**src/sv/json_string_unescaper_macros.svh**
```systemverilog
// assertion macros shared by the json string unescaper rtl
`ifndef JSON_STRING_UNESCAPER_MACROS_SVH
`define JSON_STRING_UNESCAPER_MACROS_SVH

// same-cycle implication, checked out of reset
`define JSU_ASSERT_IMPL(label, ante, cons, msg) \
    label: assert property (@(posedge i_clk) disable iff (!i_rst_n) (ante) |-> (cons)) \
        else $error(msg);

// next-cycle implication, checked out of reset
`define JSU_ASSERT_NEXT(label, ante, cons, msg) \
    label: assert property (@(posedge i_clk) disable iff (!i_rst_n) (ante) |=> (cons)) \
        else $error(msg);

`endif

```
**src/sv/jsu_pkg.sv**
```systemverilog
// types, character codes and helper functions of the json string unescaper
package jsu_pkg;

    localparam logic [7:0] C_BACKSLASH = 8'h5C;
    localparam logic [7:0] C_CHAR_U    = 8'h75;
    localparam logic [7:0] C_CHAR_B    = 8'h62;
    localparam logic [7:0] C_CHAR_F    = 8'h66;
    localparam logic [7:0] C_CHAR_N    = 8'h6E;
    localparam logic [7:0] C_CHAR_R    = 8'h72;
    localparam logic [7:0] C_CHAR_T    = 8'h74;

    localparam logic [7:0] C_CTRL_BS   = 8'h08;
    localparam logic [7:0] C_CTRL_FF   = 8'h0C;
    localparam logic [7:0] C_CTRL_LF   = 8'h0A;
    localparam logic [7:0] C_CTRL_CR   = 8'h0D;
    localparam logic [7:0] C_CTRL_TAB  = 8'h09;

    // hex digit positions inside a u escape: 1 .. HEX_FINAL, 0 when outside
    localparam logic [2:0] HEX_IDLE    = 3'd0;
    localparam logic [2:0] HEX_FIRST   = 3'd1;
    localparam logic [2:0] HEX_FINAL   = 3'd4;

    typedef struct packed {
        logic        in_escape;
        logic [2:0]  hex_count;
        logic [15:0] code_accum;
        logic        discarding;
    } t_esc_state;

    localparam t_esc_state ESC_STATE_RESET = '{
        in_escape:  1'b0,
        hex_count:  HEX_IDLE,
        code_accum: 16'h0000,
        discarding: 1'b0
    };

    // results caused by one input byte
    typedef struct packed {
        logic [1:0]      cnt;
        logic [2:0][7:0] bytes;
        logic            last;
        logic            bvalid;
        logic            err;
    } t_burst;

    // msb set when the byte is not a hex digit
    function automatic logic [4:0] hex_value(input logic [7:0] c);
        logic [4:0] v;
        v = 5'b10000;
        if (c >= 8'h30 && c <= 8'h39) begin
            v = {1'b0, 4'(c - 8'h30)};
        end else if (c >= 8'h61 && c <= 8'h66) begin
            v = {1'b0, 4'(c - 8'h57)};
        end else if (c >= 8'h41 && c <= 8'h46) begin
            v = {1'b0, 4'(c - 8'h37)};
        end
        return v;
    endfunction

    // one code unit as one to three utf-8 bytes
    function automatic t_burst utf8_encode(input logic [15:0] cu);
        t_burst b;
        b        = '0;
        b.bvalid = 1'b1;
        if (cu < 16'h0080) begin
            b.cnt      = 2'd1;
            b.bytes[0] = cu[7:0];
        end else if (cu < 16'h0800) begin
            b.cnt      = 2'd2;
            b.bytes[0] = {3'b110, cu[10:6]};
            b.bytes[1] = {2'b10, cu[5:0]};
        end else begin
            b.cnt      = 2'd3;
            b.bytes[0] = {4'b1110, cu[15:12]};
            b.bytes[1] = {2'b10, cu[11:6]};
            b.bytes[2] = {2'b10, cu[5:0]};
        end
        return b;
    endfunction

endpackage

```
**src/sv/jsu_decode.sv**
```systemverilog
// next escape state and result burst for one input byte
module jsu_decode
    import jsu_pkg::*;
(
    input  t_esc_state i_st,
    input  logic [7:0] i_byte,
    input  logic       i_last,
    output t_esc_state o_st,
    output t_burst     o_burst
);

    logic [4:0]  hv;
    logic [15:0] accum_shift;
    t_burst      plain;
    t_burst      bad;

    assign hv          = hex_value(i_byte);
    assign accum_shift = {i_st.code_accum[11:0], hv[3:0]};

    always_comb begin
        plain          = '0;
        plain.cnt      = 2'd1;
        plain.bvalid   = 1'b1;
        plain.bytes[0] = i_byte;
        bad            = '0;
        bad.cnt        = 2'd1;
        bad.last       = 1'b1;
        bad.err        = 1'b1;
    end

    always_comb begin
        o_st    = i_st;
        o_burst = '0;
        if (i_st.discarding) begin
            if (i_last) begin
                o_st = ESC_STATE_RESET;
            end
        end else if (i_st.hex_count >= HEX_FIRST && i_st.hex_count <= HEX_FINAL) begin
            if (hv[4]) begin
                // bad hex digit: report once, skip the rest of the string
                o_st            = ESC_STATE_RESET;
                o_st.discarding = !i_last;
                o_burst         = bad;
            end else if (i_st.hex_count == HEX_FINAL) begin
                o_burst         = utf8_encode(accum_shift);
                o_st.hex_count  = HEX_IDLE;
                o_st.code_accum = '0;
            end else if (i_last) begin
                o_st    = ESC_STATE_RESET;
                o_burst = bad;
            end else begin
                o_st.hex_count  = i_st.hex_count + 3'd1;
                o_st.code_accum = accum_shift;
            end
        end else if (i_st.in_escape) begin
            o_st.in_escape = 1'b0;
            o_burst        = plain;
            unique case (i_byte)
                C_CHAR_B: o_burst.bytes[0] = C_CTRL_BS;
                C_CHAR_F: o_burst.bytes[0] = C_CTRL_FF;
                C_CHAR_N: o_burst.bytes[0] = C_CTRL_LF;
                C_CHAR_R: o_burst.bytes[0] = C_CTRL_CR;
                C_CHAR_T: o_burst.bytes[0] = C_CTRL_TAB;
                C_CHAR_U: begin
                    o_burst         = '0;
                    o_st.hex_count  = HEX_FIRST;
                    o_st.code_accum = '0;
                    if (i_last) begin
                        o_burst = bad;
                    end
                end
                default: o_burst.bytes[0] = i_byte;
            endcase
        end else begin
            o_st.hex_count = HEX_IDLE;
            if (i_byte == C_BACKSLASH) begin
                o_st.in_escape = 1'b1;
            end else begin
                o_burst = plain;
            end
        end

        // end of string (not discarding): clear escape state, give a bare end marker if nothing else
        if (i_last && !i_st.discarding) begin
            o_st.in_escape  = 1'b0;
            o_st.hex_count  = HEX_IDLE;
            o_st.code_accum = '0;
            o_burst.last    = 1'b1;
            if (o_burst.cnt == 2'd0) begin
                o_burst.cnt    = 2'd1;
                o_burst.bytes  = '0;
                o_burst.bvalid = 1'b0;
                o_burst.err    = 1'b0;
            end
        end
    end

endmodule

```
**src/sv/json_string_unescaper.sv**
```systemverilog
// top level of the json string unescaper
//
// input channel: one raw byte of an escaped json string body per transaction
// (i_in_byte, i_in_last marking the final byte), handshake i_in_valid / o_in_stall.
// output channel: one result per transaction (o_out_byte, o_byte_valid,
// o_out_last, o_error), handshake o_out_valid / i_out_stall.
// a byte taken into the input register is decoded out of it, and its first result
// is registered in the result register, from which it can be taken.
// throughput: one input byte per cycle while every byte gives at most one
// result and i_out_stall is low; a completed u escape gives up to three utf-8 bytes,
// sent one per cycle while i_out_stall is low, and the input register holds the next
// byte (o_in_stall high) until the last of them leaves the result register.
// bytes that give no result (backslash, hex digits, discarded bytes) still pass
// one per cycle. an error, or a string end with nothing to send outside a discarded
// string, gives a single result with o_byte_valid low and o_out_last high.
// reset (synchronous, i_rst_n low) empties both registers and clears the escape
// state. while i_out_stall is high the result fields hold and, once the input
// register is occupied, o_in_stall rises to hold off the sender.
`include "json_string_unescaper_macros.svh"

module json_string_unescaper
    import jsu_pkg::*;
(
    input  logic       i_clk,
    input  logic       i_rst_n,
    input  logic       i_in_valid,
    output logic       o_in_stall,
    input  logic [7:0] i_in_byte,
    input  logic       i_in_last,
    output logic       o_out_valid,
    input  logic       i_out_stall,
    output logic [7:0] o_out_byte,
    output logic       o_byte_valid,
    output logic       o_out_last,
    output logic       o_error
);

    // input register
    logic       r_in_vld;
    logic [7:0] r_in_byte;
    logic       r_in_last;

    // escape state and result burst register
    t_esc_state r_st;
    t_esc_state n_st;
    t_burst     r_burst;
    t_burst     n_burst;
    logic [1:0] r_idx;

    logic in_take;
    logic out_take;
    logic at_final;
    logic burst_free;
    logic move;

    jsu_decode u_decode (
        .i_st    (r_st),
        .i_byte  (r_in_byte),
        .i_last  (r_in_last),
        .o_st    (n_st),
        .o_burst (n_burst)
    );

    // handshake control
    assign at_final    = (r_idx == r_burst.cnt - 2'd1);
    assign out_take    = o_out_valid && !i_out_stall;
    assign burst_free  = (r_burst.cnt == 2'd0) || (out_take && at_final);
    assign move        = r_in_vld && burst_free;
    assign o_in_stall  = r_in_vld && !move;
    assign in_take     = i_in_valid && !o_in_stall;

    // result fields straight from the burst register
    assign o_out_valid  = (r_burst.cnt != 2'd0);
    assign o_out_byte   = r_burst.bytes[r_idx];
    assign o_byte_valid = r_burst.bvalid;
    assign o_error      = r_burst.err;
    assign o_out_last   = r_burst.last && at_final;

    always_ff @(posedge i_clk) begin
        if (!i_rst_n) begin
            r_in_vld <= 1'b0;
        end else if (in_take) begin
            r_in_vld <= 1'b1;
        end else if (move) begin
            r_in_vld <= 1'b0;
        end
    end

    always_ff @(posedge i_clk) begin
        if (in_take) begin
            r_in_byte <= i_in_byte;
            r_in_last <= i_in_last;
        end
    end

    // escape state advances as a byte leaves the input register
    always_ff @(posedge i_clk) begin
        if (!i_rst_n) begin
            r_st <= ESC_STATE_RESET;
        end else if (move) begin
            r_st <= n_st;
        end
    end

    always_ff @(posedge i_clk) begin
        if (!i_rst_n) begin
            r_burst <= '0;
            r_idx   <= 2'd0;
        end else if (move) begin
            r_burst <= n_burst;
            r_idx   <= 2'd0;
        end else if (out_take && at_final) begin
            r_burst.cnt <= 2'd0;
            r_idx       <= 2'd0;
        end else if (out_take) begin
            r_idx <= r_idx + 2'd1;
        end
    end

    `JSU_ASSERT_IMPL(a_idx_in_burst, r_burst.cnt != 2'd0, r_idx < r_burst.cnt, "burst index beyond count")
    `JSU_ASSERT_IMPL(a_err_is_marker, o_out_valid && o_error, !o_byte_valid && o_out_last && r_burst.cnt == 2'd1, "error result is not a bare end marker")
    `JSU_ASSERT_IMPL(a_discard_clean, r_st.discarding, !r_st.in_escape && r_st.hex_count == HEX_IDLE, "escape state left while discarding")
    `JSU_ASSERT_IMPL(a_hex_range, 1'b1, r_st.hex_count <= HEX_FINAL, "hex digit count out of range")
    `JSU_ASSERT_NEXT(a_last_clears, move && r_in_last, !r_st.in_escape && r_st.hex_count == HEX_IDLE && !r_st.discarding, "string end left escape state behind")

endmodule
```
**config.mk**
```make
export PLATFORM = sky130hd
export DESIGN_NAME = json_string_unescaper
export DESIGN_NICKNAME = d
export VERILOG_FILES = /design/src/sv/jsu_pkg.sv /design/src/sv/jsu_decode.sv /design/src/sv/json_string_unescaper.sv
export VERILOG_INCLUDE_DIRS = /design/src /design/src/sv
export SDC_FILE = /design/constraint.sdc
export NUM_CORES = 1
export LEC_CHECK = 0
export BUFFER_PORTS_ARGS = -buffer_cell sky130_fd_sc_hd__buf_4
export CAP_MARGIN = 5
export CORE_MARGIN = 3
export CORE_UTILIZATION = 53
export CTS_CLUSTER_DIAMETER = 60
export CTS_CLUSTER_SIZE = 8
export DETAILED_ROUTE_END_ITERATION = 16
export PLACE_DENSITY = 0.82
export SYNTH_ARGS = -nofsm -noshare
export SYNTH_HDL_FRONTEND = slang
export SYNTH_SLANG_ARGS = --single-unit
```
**constraint.sdc**
```tcl
create_clock -name i_clk -period 2.54 [get_ports i_clk]
set_input_delay 0.127 -clock i_clk [delete_from_list [all_inputs] [get_ports i_clk]]
set_output_delay 0.127 -clock i_clk [all_outputs]
set_load 0.02 [all_outputs]
```
Yosys cells after proc, flatten, opt, wreduce, memory -nomap -nowiden
Index checks and enable logic that the tools add are counted.
{"block": "word_totals", "ff_bits": 58, "latch_bits": 0, "ram_bits": 0, "rom_bits": 0, "input_bits": 13, "output_inout_bits": 13, "mem_count": 0}
{"block": "op_classes", "addsub": 6, "mul": 0, "n_div": 0, "magnitude_cmp": 11, "eq_ne": 13, "n_shift": 0, "n_mux": 42, "bitwise_logic": 1, "n_reduce_logical": 28}
{"op": "29-bit 2-to-1 mux", "count": 6}
{"op": "21-bit 2-to-1 mux", "count": 3}
{"op": "19-bit 2-to-1 mux", "count": 3}
{"op": "8-bit by 7-bit equality test with 1-bit output (second input constant)", "count": 7}
{"op": "28-bit 2-to-1 mux", "count": 2}
{"op": "8-bit one-hot mux with 6 select lines", "count": 1}
{"op": "20-bit 2-to-1 mux", "count": 2}
{"op": "16-bit 2-to-1 mux", "count": 2}
{"op": "26-bit 2-to-1 mux", "count": 1}
{"op": "8-bit 2-to-1 mux", "count": 3}
{"op": "17-bit 2-to-1 mux", "count": 1}
{"op": "8-bit binary-select mux with 2-bit select", "count": 1}
{"op": "8-bit by 7-bit >= comparator with 1-bit output (second input constant)", "count": 2}
{"op": "8-bit by 7-bit less-or-equal comparator with 1-bit output (second input constant)", "count": 2}
{"op": "16-bit by 12-bit < comparator with 1-bit output (second input constant)", "count": 1}
{"op": "16-bit by 8-bit < comparator with 1-bit output (second input constant)", "count": 1}
{"op": "5-bit 2-to-1 mux", "count": 3}
{"op": "14-bit 2-to-1 mux", "count": 1}
{"op": "1-bit logical AND", "count": 11}
{"op": "5-bit by 4-bit != test with 1-bit output (second input constant)", "count": 2}
{"op": "8-bit by 6-bit >= comparator with 1-bit output (second input constant)", "count": 1}
{"op": "8-bit by 6-bit less-or-equal comparator with 1-bit output (second input constant)", "count": 1}
{"op": "2-bit 2-to-1 mux", "count": 4}
{"op": "4-bit AND reduction", "count": 2}
{"op": "other kinds (23)", "count": 38}

Logic depth before layout (Yosys ltp)
Gate-level depths: netlist (run 1).
{"block": "logic_depth", "depth_word": 16, "mapped_depth": 10, "depth_no_buf": 8}

Cells and area by module
Synthesis (run 1) repeated with hierarchy kept, for this count alone.
{"block": "unflattened", "hier_cells": 511, "hier_area_um2": 4394.2}
{"mod": "json_string_unescaper", "instances": 1, "cells_per_inst": 284, "area_each_um2": 2891.5}
{"mod": "jsu_decode", "instances": 1, "cells_per_inst": 227, "area_each_um2": 1502.7}

Worst setup path after synthesis (run 1)
No wires, ideal clock.
{"block": "synth_path", "kind": "reg-to-reg", "start": "register r_in_byte[0]", "end": "register r_burst[4] (netlist bit)", "arrival_ps": 2391, "required_ps": 2423, "slack_ps": 32, "stages_incl_launch_ff": 9, "synth_period_minus_slack_ps": 2508, "cell_sequence": "edfxtp_1 > inv_1 > ha_1 > nor3b_1 > a311oi_4 > a22o_2 > a2111oi_2 > a2111oi_2 > a32o_2"}
{"block": "synth_via", "elab_chain_cells": 15}
{"item": "from (decl)", "line_no": "json_string_unescaper.sv:40", "source": "logic [7:0] r_in_byte;"}
{"item": "from (signal assigned)", "line_no": "json_string_unescaper.sv:91", "source": "r_in_byte <= i_in_byte;"}
{"item": "8-bit by 7-bit >= comparator with 1-bit output or 8-bit by 7-bit less-or-equal comparator with 1-bit output (tied branches)", "line_no": "jsu_pkg.sv:54", "source": "end else if (c >= 8'h41 && c <= 8'h46) begin"}
{"item": "1-bit logical AND", "line_no": "jsu_pkg.sv:54"}
{"item": "5-bit 2-to-1 mux", "line_no": "jsu_pkg.sv:54"}
{"item": "5-bit 2-to-1 mux", "line_no": "jsu_pkg.sv:52", "source": "end else if (c >= 8'h61 && c <= 8'h66) begin"}
{"item": "5-bit 2-to-1 mux", "line_no": "jsu_pkg.sv:50", "source": "if (c >= 8'h30 && c <= 8'h39) begin"}
{"item": "16-bit by 12-bit < comparator with 1-bit output", "line_no": "jsu_pkg.sv:68", "source": "end else if (cu < 16'h0800) begin"}
{"item": "1-bit 2-to-1 mux", "line_no": "jsu_pkg.sv:68"}
{"item": "2-bit 2-to-1 mux", "line_no": "jsu_pkg.sv:65", "source": "if (cu < 16'h0080) begin"}
{"item": "29-bit 2-to-1 mux", "line_no": "jsu_decode.sv:44", "source": "end else if (i_st.hex_count == HEX_FINAL) begin"}
{"item": "29-bit 2-to-1 mux", "line_no": "jsu_decode.sv:39", "source": "if (hv[4]) begin"}
{"item": "29-bit 2-to-1 mux (*)", "line_no": "jsu_decode.sv:38", "source": "end else if (i_st.hex_count >= HEX_FIRST && i_st.hex_count <= HEX_FINAL) begin"}
{"item": "29-bit 2-to-1 mux (*)", "line_no": "jsu_decode.sv:34", "source": "if (i_st.discarding) begin"}
{"item": "2-bit zero test", "line_no": "jsu_decode.sv:89", "source": "if (o_burst.cnt == 2'd0) begin"}
{"item": "26-bit 2-to-1 mux", "line_no": "jsu_decode.sv:89"}
{"item": "29-bit 2-to-1 mux (*)", "line_no": "jsu_decode.sv:84", "source": "if (i_last && !i_st.discarding) begin"}
{"item": "to (signal assigned)", "line_no": "json_string_unescaper.sv:110", "source": "r_burst <= n_burst;"}
{"item": "to (decl)", "line_no": "json_string_unescaper.sv:46", "source": "t_burst r_burst;"}
Mark *: on every way between the ends. The rest lies on a longest branch, timed or not.
A chain may end at the register's enable or synchronous reset.

Worst setup path in the final report (run 1)
Same ends and word-level chain as after synthesis.

==> impl_results.md, run 1 <==
- Status: finished, final reports clean
- GRT Residual Overflow: 0
- Total Wirelength: 8304 um
- Setup crit start: r_in_byte[0]$_DFFE_PP_
- Cell chain of the critical path: buf_4 -> ha_1 -> o21ba_2 -> o21a_1 -> a22o_2 -> a2111oi_4 -> a2111oi_2 -> a32o_2
- DRC viols: 0
- Leakage: 1.411 nW
- Die height: 84.11 um
- CP max stage delay: 0.42 ns
- Kind of critical path: reg2reg
- DIE AREA: between 7000 and 8000 um2
- Most numerous cell in the Yosys netlist: dfxtp_1
- Placement row count: 27
- CORE AREA: approximately 5700 um2
- I/O pin total: 26
- DIE WIDTH: 84.11 um
- Antenna diodes: 0
- Mapped Area: 3233 um2
- Worst Hold Class: in2reg
- GP Congestion: 0.9431
- Port Buf Inserts: 25
- Design area: around 3800 um2
- Setup TNS: 0 ns
- CTS clk-pin slew, worst paths: 0.11 ns
- Effective utilization at floorplan: 0.5663
- Hold path start: i_in_valid
- First-pass GRT wire length: 13970 um
- Max-capacitance violation count: 0
- Area grow syn2layout: 18.61%
- Clock Latency Late Sink: 0.32 ns
- PwrDens: approximately 440 nW/um2
- Seq cells post-synth: 56
- Tightest Pin Transition: slightly above 0.6 ns
- Worst EP arrival: 2.64 ns
- Worst path bufs/invs: 1
- Layout cell share with drive strength beyond 1: 0.1894
- Top delay family on crit path: compound AO/OA/AOI/OAI gates
- Crit path launch type: flop
- NumNets Final: around 450
- Seq/Total Area, Yosys: 0.3746
- TritonCTS sink count: 56
- Synth Flop Type: dfxtp_1
- Ranking of synthesized cells by area: dfxtp_1, edfxtp_1, nand2_1
- Vias in the first global route: 2902
- Mapped Avg Cell Area: 8.354 um2
- Final worst path period share: 0.9504
- Post-route ant nets: 0
- Post-synth EDFFs: 9
- CP Data Required Time: approximately 2.8 ns
- Vias/cell: approximately 6
- Fmax: ~410 MHz
- CTS tree: yes
- Pin count of the biggest net entering global routing: 28
- Setup crit end kind: flop
- HPWL after DPL: 6162 um
- Initial antenna violation count: 0
- Commonest cells in the netlist: dfxtp_1, nand2_1, nor2_1, o21ai_0, a21oi_1
- Syn Nets: 408
- Reg-to-Reg Start: r_in_byte[0]$_DFFE_PP_
- Via count: roughly 3100
- CTS H-tree depth: 2
- Cell taking the most area after synthesis: dfxtp_1
- Yosys cell types: 72
- Reg2reg setup slack: 0.13 ns
- Final Hold Vio Count: 0
- Cells after Synth: approximately 390
- Initial DRT Pass Iterations: 5
- GR Util All Layers: 0.2372
- Final min period: 2.414 ns
- Async set-reset flop share out of synthesis: 0
- Unrepaired setup endpoints after global routing: false
- Peak supply drop: 0.2481 mV
- Max Buffers Root-to-Sink: 2
- Root Driver: clkbuf_8
- CTS Buf Count: 5
- Max stage delay cell, worst path: edfxtp_1
- Drt initial violations: 324
- Area after DPL: 3612 um2
- Relative slew slack: 0.5905
- Final setup vio count: 0
- Max FO, Critical Path: 6
- Yosys top cell area share: 0.2910
- WL/cell: 16.44 um
- Synthesis Warnings: 0
- Clk_skew: 0.01002 ns
- Slew Limit Fails: 0
[report_power, final]
part	switching (W)	leakage [nW]	internal, W
Clock	0.000312	0.0485	0.000199
Combinational	0.000128	0.895	0.0000984
Sequential	0.0000158	0.468	0.000923
Total	0.000456	1.41	0.00122
[sequential cells by signal, summed over array words and instances, names as in the netlist]
| signal | cells |
|---|---|
| r_in_byte | 8 |
| r_st | 17 |
| r_in_last | 1 |
| r_burst | 25 |
| o_byte_valid | 1 |
| r_idx | 2 |
| o_error | 1 |
| r_in_vld | 1 |
[cells by family after synthesis]
group / after synthesis / synth area share
adders and majority gates: 8 / 0.03096
AOI/OAI and AO/OA: 123 / 0.2651
xor gates and xnor gates: 2 / 0.005419
buffers and inverters: 37 / 0.04760
DFF: 56 / 0.3746
and+or+nand+nor: 153 / 0.2512
muxes: 8 / 0.02516
[metal layers]
metal | GRT usage | vias up | routed length [um]
met1 | 0.3141 | 1402 | 3692
met5 | 0 | - | 0
li1 | - | 1526 | -
met4 | 0.08041 | 0 | 227
met3 | 0.05627 | 26 | 649
met2 | 0.3795 | 164 | 3734
[repair_timing]
action,CTS,global route
hold buffers,9,0
buffers inserted,0,0
gates cloned,0,0
setup endpoints to repair,2,17
endpoints found under the hold margin,9,0
gates resized for setup,1,5
[per-stage QoR]
step	total power, W	setup slack, ns	instances	utilization	hold WS, ns
4_1_cts	0.001674	0.06037	505	0.6654	0.02495
5_1_grt	0.001751	0.03602	505	0.6717	0.01820
2_1_floorplan	0.001085	0.03158	387	-	0.2259
3_5_place_dp	0.001167	0.003600	488	0.6327	0.3068
6_report	0.001676	0.1259	505	0.6717	0.03220
3_3_place_gp	0.001163	0.1076	488	0.6327	0.3056
[worst reg2reg max path: stages, from the launching register on]
cell	delay, ns
edfxtp_1	0.42
buf_4	0.17
ha_1	0.23
o21ba_2	0.22
o21a_1	0.25
a22o_2	0.29
a2111oi_4	0.38
a2111oi_2	0.10
a32o_2	0.27
[final cells by class]
class,instances,area [um2]
clock buffers,5,68.82
well taps,72,90.09
flip-flops and latches,56,1211
multi-input cells,294,1909
inverters,14,52.55
fillers,473,1874
repair buffers,61,480.5
clock inverters,3,22.52
[layout by cell type, fill, tap and decap left out, types with 5 or more instances in the layout]
cell / count
o21ai_1: 12
a21oi_1: 23
dlygate4sd3_1: 9
nand2b_1: 7
o21ai_0: 27
mux2i_1: 7
dfxtp_1: 47
nor4_1: 5
edfxtp_1: 9
nor3_1: 11
nand2_1: 45
nor2_1: 27
o31ai_1: 8
and2_1: 5
ha_1: 7
clkbuf_8: 5
nand3_1: 20
a22oi_1: 5
nand4_1: 5
buf_4: 52
inv_1: 13
a22o_1: 7
[path summary, 6_finish.rpt]
path         cells past startpoint                 endpoint
min reg2reg                      2  r_burst[2]$_SDFFE_PN0P_
max                              8  r_burst[4]$_SDFFE_PN0P_
max reg2reg                      8  r_burst[4]$_SDFFE_PN0P_
min                              3    r_in_vld$_SDFFE_PN0P_
Power figures use the tool's default switching activity.
==> inputs of run 2 (changes only) <==
==> constraint.sdc (replaced) <==
create_clock -name i_clk -period 2.54 [get_ports i_clk]
set_input_delay 0.381 -clock i_clk [delete_from_list [all_inputs] [get_ports i_clk]]
set_output_delay 0.381 -clock i_clk [all_outputs]
set_load 0.02 [all_outputs]
==> run 2 against run 1 <==
Sequential power hardly changed; critical endpoint unchanged; critical path type unchanged; highest routed layer unchanged; cell count is 1.8% lower; clock skew hardly changed; via count is 1.3% lower.
==> impl_results.md, run 2 (synthesized netlist as in run 1, its figures left out) <==
- Status: finished, final reports clean
- Kind of critical path: reg2reg
- Top delay family on crit path: compound AO/OA/AOI/OAI gates
- Clk_skew: a little over 0.01 ns
- Worst EP arrival: 2.64 ns
- Reg-to-Reg Start: r_in_byte[0]$_DFFE_PP_
- Post-route ant nets: 0
- Antenna diodes: 0
- Relative slew slack: 0.5917
- Leakage: 1.374 nW
- Max reg flops: 25
- Most frequent cells in the layout: buf_4, dfxtp_1, nand2_1, nor2_1, o21ai_0
- Effective utilization at floorplan: 0.5663
- CTS Buf Count: 5
- GR Util All Layers: 0.2333
- CP Data Required Time: between 2 and 3 ns
- Largest Register: r_burst
- Drt initial violations: 318
- Initial DRT Pass Iterations: 5
- Worst r2r path cells: 8
- Max stage delay cell, worst path: edfxtp_1
- WL/cell: roughly 17 um
- CP max stage delay: between 0.4 and 0.5 ns
- Total Wirelength: 8261 um
- Final WS setup: roughly 0.12 ns
- Max-capacitance violation count: 0
- I/O pin total: 26
- Final worst path period share: 0.9512
- DIE AREA: 7074 um2
- Worst Hold Class: in2reg
- Die height: 84.11 um
- CTS tree: yes
- Most common cell after layout, fill and taps aside: buf_4
- Worst R2R End: r_burst[4]$_SDFFE_PN0P_
- Clock Latency Late Sink: 0.32 ns
- Via count: 3077
- DRT met1 WL: between 3000 and 4000 um
- Root Driver: clkbuf_8
- Setup TNS: 0 ns
- Peak supply drop: 0.2449 mV
- WP depth: 8
- NumNets Final: 444
- Cell chain of the critical path: buf_4 -> ha_1 -> o21ba_2 -> o21a_1 -> a22o_2 -> a2111oi_4 -> a2111oi_2 -> a32o_2
- WL met2: 3699 um
- CTS H-tree depth: 2
- Highest metal used: met4
- Metal3 WL: between 600 and 700 um
- GRT Residual Overflow: 0
- CTS clk-pin slew, worst paths: 0.11 ns
- TritonCTS sink count: 56
- Fin util: 0.6559
- Fmax: 413.9 MHz
- Layout cell share with drive strength beyond 1: 0.1934
- Setup crit end kind: flop
- Final Hold Vio Count: 0
- Initial antenna violation count: 0
- DIE WIDTH: 84.11 um
- HPWL after DPL: 6162 um
- WHS Path Cells: 1
- Top flop regs: r_burst (25), r_st (17), r_in_byte (8)
- Crit path launch type: flop
- Max FO, Critical Path: 6
- Placement row count: 27
- Final min period: 2.416 ns
- First-pass GRT wire length: roughly 14000 um
- Port Buf Inserts: 25
- Unrepaired setup endpoints after global routing: false
- GP Congestion: 0.9431
- DRC viols: 0
- PwrDens: 443.5 nW/um2
- Vias/cell: about 6.2
- Pin count of the biggest net entering global routing: 28
- CORE AREA: 5709 um2
- Area grow syn2layout: 15.83%
- Final setup vio count: 0
- # hold bufs at CTS: 0
- Hold path start: i_in_byte[0]
- Tightest Pin Transition: slightly above 0.6 ns
- DP Worst Slack: ~0.0036 ns
- Reg2reg setup slack: 0.12 ns
- Slew Limit Fails: 0
- Worst path bufs/invs: 1
- Max Buffers Root-to-Sink: 2
- WHS Endpoint: r_in_byte[0]$_DFFE_PP_
- Vias in the first global route: 2871
-- run 2: worst reg2reg max path, stage by stage, from the launching register on --
cell and delay, ns:
edfxtp_1 0.42, buf_4 0.17, ha_1 0.23, o21ba_2 0.22
o21a_1 0.25, a22o_2 0.29, a2111oi_4 0.38, a2111oi_2 0.10
a32o_2 0.27
-- run 2: worst max path at each step --
stage	start	end	slack (ns)
finish	r_in_byte[0]$_DFFE_PP_	r_burst[4]$_SDFFE_PN0P_	0.12
global route	r_in_byte[0]$_DFFE_PP_	r_burst[7]$_SDFFE_PN0P_	0.04
CTS	r_st[18]$_SDFFE_PN0P_	r_burst[7]$_SDFFE_PN0P_	0.06
detailed placement	r_in_byte[3]$_DFFE_PP_	r_burst[23]$_SDFFE_PN0P_	0.004
global placement	r_in_byte[3]$_DFFE_PP_	r_burst[21]$_SDFFE_PN0P_	0.11
floorplan	r_in_byte[0]$_DFFE_PP_	r_burst[4]$_SDFFE_PN0P_	0.03
-- run 2: area by class of cell --
type | instances | area [um2]
Timing Repair Buffer | 52 | 390.4
Clock inverter | 3 | 22.52
Tap cell | 72 | 90.09
Clock buffer | 5 | 68.82
Inverter | 14 | 52.55
Fill cell | 485 | 1964
Sequential cell | 56 | 1211
Multi-Input combinational cell | 294 | 1909
-- run 2: timing repair --
| item | CTS | global route |
|---|---|---|
| buffers inserted | 0 | 0 |
| cloned | 0 | 0 |
| resized for setup | 1 | 5 |
| pin swaps | 0 | 0 |
| endpoints found under the setup margin | 2 | 17 |
-- run 2: stage by stage --
| step | instance area, um2 | total power, W | hold WS [ns] | instances |
|---|---|---|---|---|
| after detailed placement | 3612 | 0.001167 | 0.4278 | 488 |
| after global routing | 3745 | 0.001738 | 0.2162 | 496 |
| after global placement | 3612 | 0.001163 | 0.4264 | 488 |
| after CTS | 3709 | 0.001663 | 0.2238 | 496 |
| final | 3745 | 0.001661 | 0.2320 | 496 |
| after floorplan | 3233 | 0.001085 | 0.4071 | 387 |
-- run 2: report_power, final --
group / internal [W] / switching, W
combinational: 0.0000895 / 0.000126
clock: 0.000198 / 0.000308
sequential: 0.000923 / 0.0000160
total: 0.00121 / 0.000450
-- run 2: metal layers --
metal  track usage  vias to the layer above
met5             0                        -
met4       0.08041                        0
met3       0.05726                       30
met2        0.3723                      146
met1        0.3080                     1395
li1              -                     1506
==> inputs of run 3 (changes only) <==
--- a/config.mk
+++ b/config.mk
@@ -14,6 +14,7 @@
 export CTS_CLUSTER_SIZE = 8
 export DETAILED_ROUTE_END_ITERATION = 16
 export PLACE_DENSITY = 0.82
+export SETUP_SLACK_MARGIN = 0.4
 export SYNTH_ARGS = -nofsm -noshare
 export SYNTH_HDL_FRONTEND = slang
 export SYNTH_SLANG_ARGS = --single-unit
==> run 3 against run 2 <==
Via count is 11% higher; combinational power is 20% higher; first-iteration DRC count is 13% higher; worst setup slack better by 0.14 ns; register-to-register slack better by 0.14 ns; critical path depth is 1 lower; cell count is 4.2% higher; clock skew is 0.0025 ns higher; sequential cell count stayed put.
==> impl_results.md, run 3 (synthesized netlist as in run 1, its figures left out) <==
- Status: finished, final reports clean
- Reg2reg setup slack: 0.26 ns
- CTS tree: yes
- Area after DPL: 3666 um2
- Max reg flops: 25
- DRC viols: 0
- Switching Power: approximately 0.00046 W
- # hold bufs at CTS: 0
- WHS Path Cells: 1
- Leakage: 1.531 nW
- Worst path bufs/invs: 1
- Switching part of the total: 0.2727
- Worst EP arrival: approximately 2.6 ns
- DIE WIDTH: 84.11 um
- Via count: 3401
- Die height: 84.11 um
- Fmax: 438.5 MHz
- Initial antenna violation count: 0
- Most common cell after layout, fill and taps aside: buf_4
- Peak supply drop: 0.3137 mV
- Final min period: approximately 2.3 ns
- Hold path start: i_in_last
- Clock share of power: 0.290
- Setup crit end kind: flop
- Int Power: between 0.001 and 0.0015 W
- Layout cell share with drive strength beyond 1: 0.3506
- GR Util All Layers: 0.2663
- Max-capacitance violation count: 0
- Vias/cell: 6.578
- Clock Latency Late Sink: 0.32 ns
- CORE AREA: 5709 um2
- CTS H-tree depth: 2
- Max FO, Critical Path: 5
- Largest Register: r_burst
- Setup TNS: 0 ns
- CP Data Required Time: 2.81 ns
- Port Buf Inserts: 25
- DIE AREA: a little over 7000 um2
- Relative slew slack: 0.6177
- Drt initial violations: 358
- Final setup vio count: 0
- Unrepaired setup endpoints after global routing: true
- Fin util: 0.7390
- Top flop regs: r_burst (25), r_st (17), r_in_byte (8)
- I/O pin total: 26
- Cell chain of the critical path: or4b_4 -> a311oi_4 -> buf_6 -> o21bai_4 -> o21a_1 -> a2111oi_4 -> a32o_2
- Final worst path period share: 0.8978
- Fillers: 401
- WP depth: 7
- CP max stage delay: 0.59 ns
- Crit path launch type: flop
- Post-route ant nets: 0
- First-pass GRT wire length: 15320 um
- Effective utilization at floorplan: 0.5663
- Placement row count: 27
- Sequential power share: 0.557
- Kind of critical path: reg2reg
- Worst R2R End: r_burst[4]$_SDFFE_PN0P_
- NumNets Final: about 470
- CTS clk-pin slew, worst paths: roughly 0.1 ns
- Initial DRT Pass Iterations: 6
- Root Driver: clkbuf_8
- Pin count of the biggest net entering global routing: 28
- Top delay family on crit path: compound AO/OA/AOI/OAI gates
- Design area: between 4000 and 5000 um2
- Worst Hold Class: in2reg
- CTS Buf Count: 5
- Worst r2r path cells: 7
- Final Hold Vio Count: 0
- PwrDens: 401.6 nW/um2
- Tightest Pin Transition: 0.5729 ns
- Max stage delay cell, worst path: or4b_4
- Total Wirelength: 10050 um
- Antenna diodes: 0
- WL/cell: 19.44 um
- Clk_skew: 0.01268 ns
- GP Congestion: around 0.96
- WHS Endpoint: r_in_last$_DFFE_PP_
- Comb power frac: 0.153
- GRT Residual Overflow: 0
- Vias in the first global route: 3082
- Slew Limit Fails: 0
- Max Buffers Root-to-Sink: 2
- TritonCTS sink count: 56
- Reg-to-Reg Start: r_in_byte[4]$_DFFE_PP_
- HPWL after DPL: 6585 um
- Most frequent cells in the layout: buf_4, dfxtp_1, nand2_1, nor2_1, nand3_1
- Area grow syn2layout: 30.50%
-- run 3: cell types whose count changed in the layout (fill, tap and decap cells not counted), sizes merged --
| cell | previous run | this run |
|---|---|---|
| buf | 52 | 71 |
| clkbuf | 5 | 7 |
| clkinv | 3 | 2 |
| clkinvlp | 0 | 1 |
| inv | 14 | 13 |
| nor2 | 28 | 29 |
-- run 3: stage by stage --
| stage | worst slack, ns | cells | power, W | hold slack [ns] |
|---|---|---|---|---|
| 2_1_floorplan | 0.2766 | 387 | 0.001094 | 0.4071 |
| 3_3_place_gp | 0.1518 | 485 | 0.001164 | 0.4233 |
| 3_5_place_dp | 0.1256 | 485 | 0.001169 | 0.4393 |
| 4_1_cts | 0.2529 | 505 | 0.001670 | 0.2337 |
| 5_1_grt | 0.2014 | 517 | 0.001768 | 0.2250 |
| 6_report | 0.2595 | 517 | 0.001694 | 0.2406 |
-- run 3: per-layer routing --
layer  GRT usage  vias up  share of wire  routed length [um]
li1            -     1559              -                   -
met1      0.3662     1579           0.40                4048
met2      0.4154      219           0.47                4696
met3     0.04047       44          0.090                 908
met4      0.1126        0          0.039                 397
met5           0        -              0                   0
-- run 3: layout make-up --
class / instances / area [um2] / area share
clock buffers: 6 / 72.57 / 0.01720
clock inverters: 2 / 16.27 / 0.003855
inverters: 14 / 52.55 / 0.01246
multi-input cells: 295 / 2216 / 0.5252
flip-flops and latches: 56 / 1215 / 0.2880
well taps: 72 / 90.09 / 0.02135
repair buffers: 72 / 556.8 / 0.1320
-- run 3: power groups by stage --
stage | logic, W | registers [W] | clock network, W
detailed placement | 0.000203 | 0.000966 | 0
global placement | 0.000200 | 0.000964 | 0
floorplan | 0.000135 | 0.000959 | 0
finish | 0.000259 | 0.000943 | 0.000492
CTS | 0.000221 | 0.000946 | 0.000503
global route | 0.000278 | 0.000946 | 0.000543
-- run 3: repair_timing --
action,CTS,global route
setup endpoints to repair,55,62
gates resized for setup,32,42
endpoints found under the hold margin,0,0
pin swaps,21,31
cloned,0,1
setup buffers,12,11
-- run 3: worst max-delay path by stage --
stage                                       from                       end  slack (ns)
after global placement    r_in_byte[3]$_DFFE_PP_   r_burst[4]$_SDFFE_PN0P_        0.15
after detailed placement  r_in_byte[3]$_DFFE_PP_  r_burst[20]$_SDFFE_PN0P_        0.13
final                     r_in_byte[4]$_DFFE_PP_   r_burst[4]$_SDFFE_PN0P_        0.26
after global routing      r_in_byte[4]$_DFFE_PP_   r_burst[4]$_SDFFE_PN0P_        0.20
after CTS                 r_in_byte[7]$_DFFE_PP_   r_burst[4]$_SDFFE_PN0P_        0.25
after floorplan           r_in_byte[1]$_DFFE_PP_   r_burst[4]$_SDFFE_PN0P_        0.28
-- run 3: worst register-to-register path: stages (launching register included) --
cell,delay (ns)
edfxtp_1,0.41
or4b_4,0.59
a311oi_4,0.23
buf_6,0.18
o21bai_4,0.07
o21a_1,0.20
a2111oi_4,0.35
a32o_2,0.22
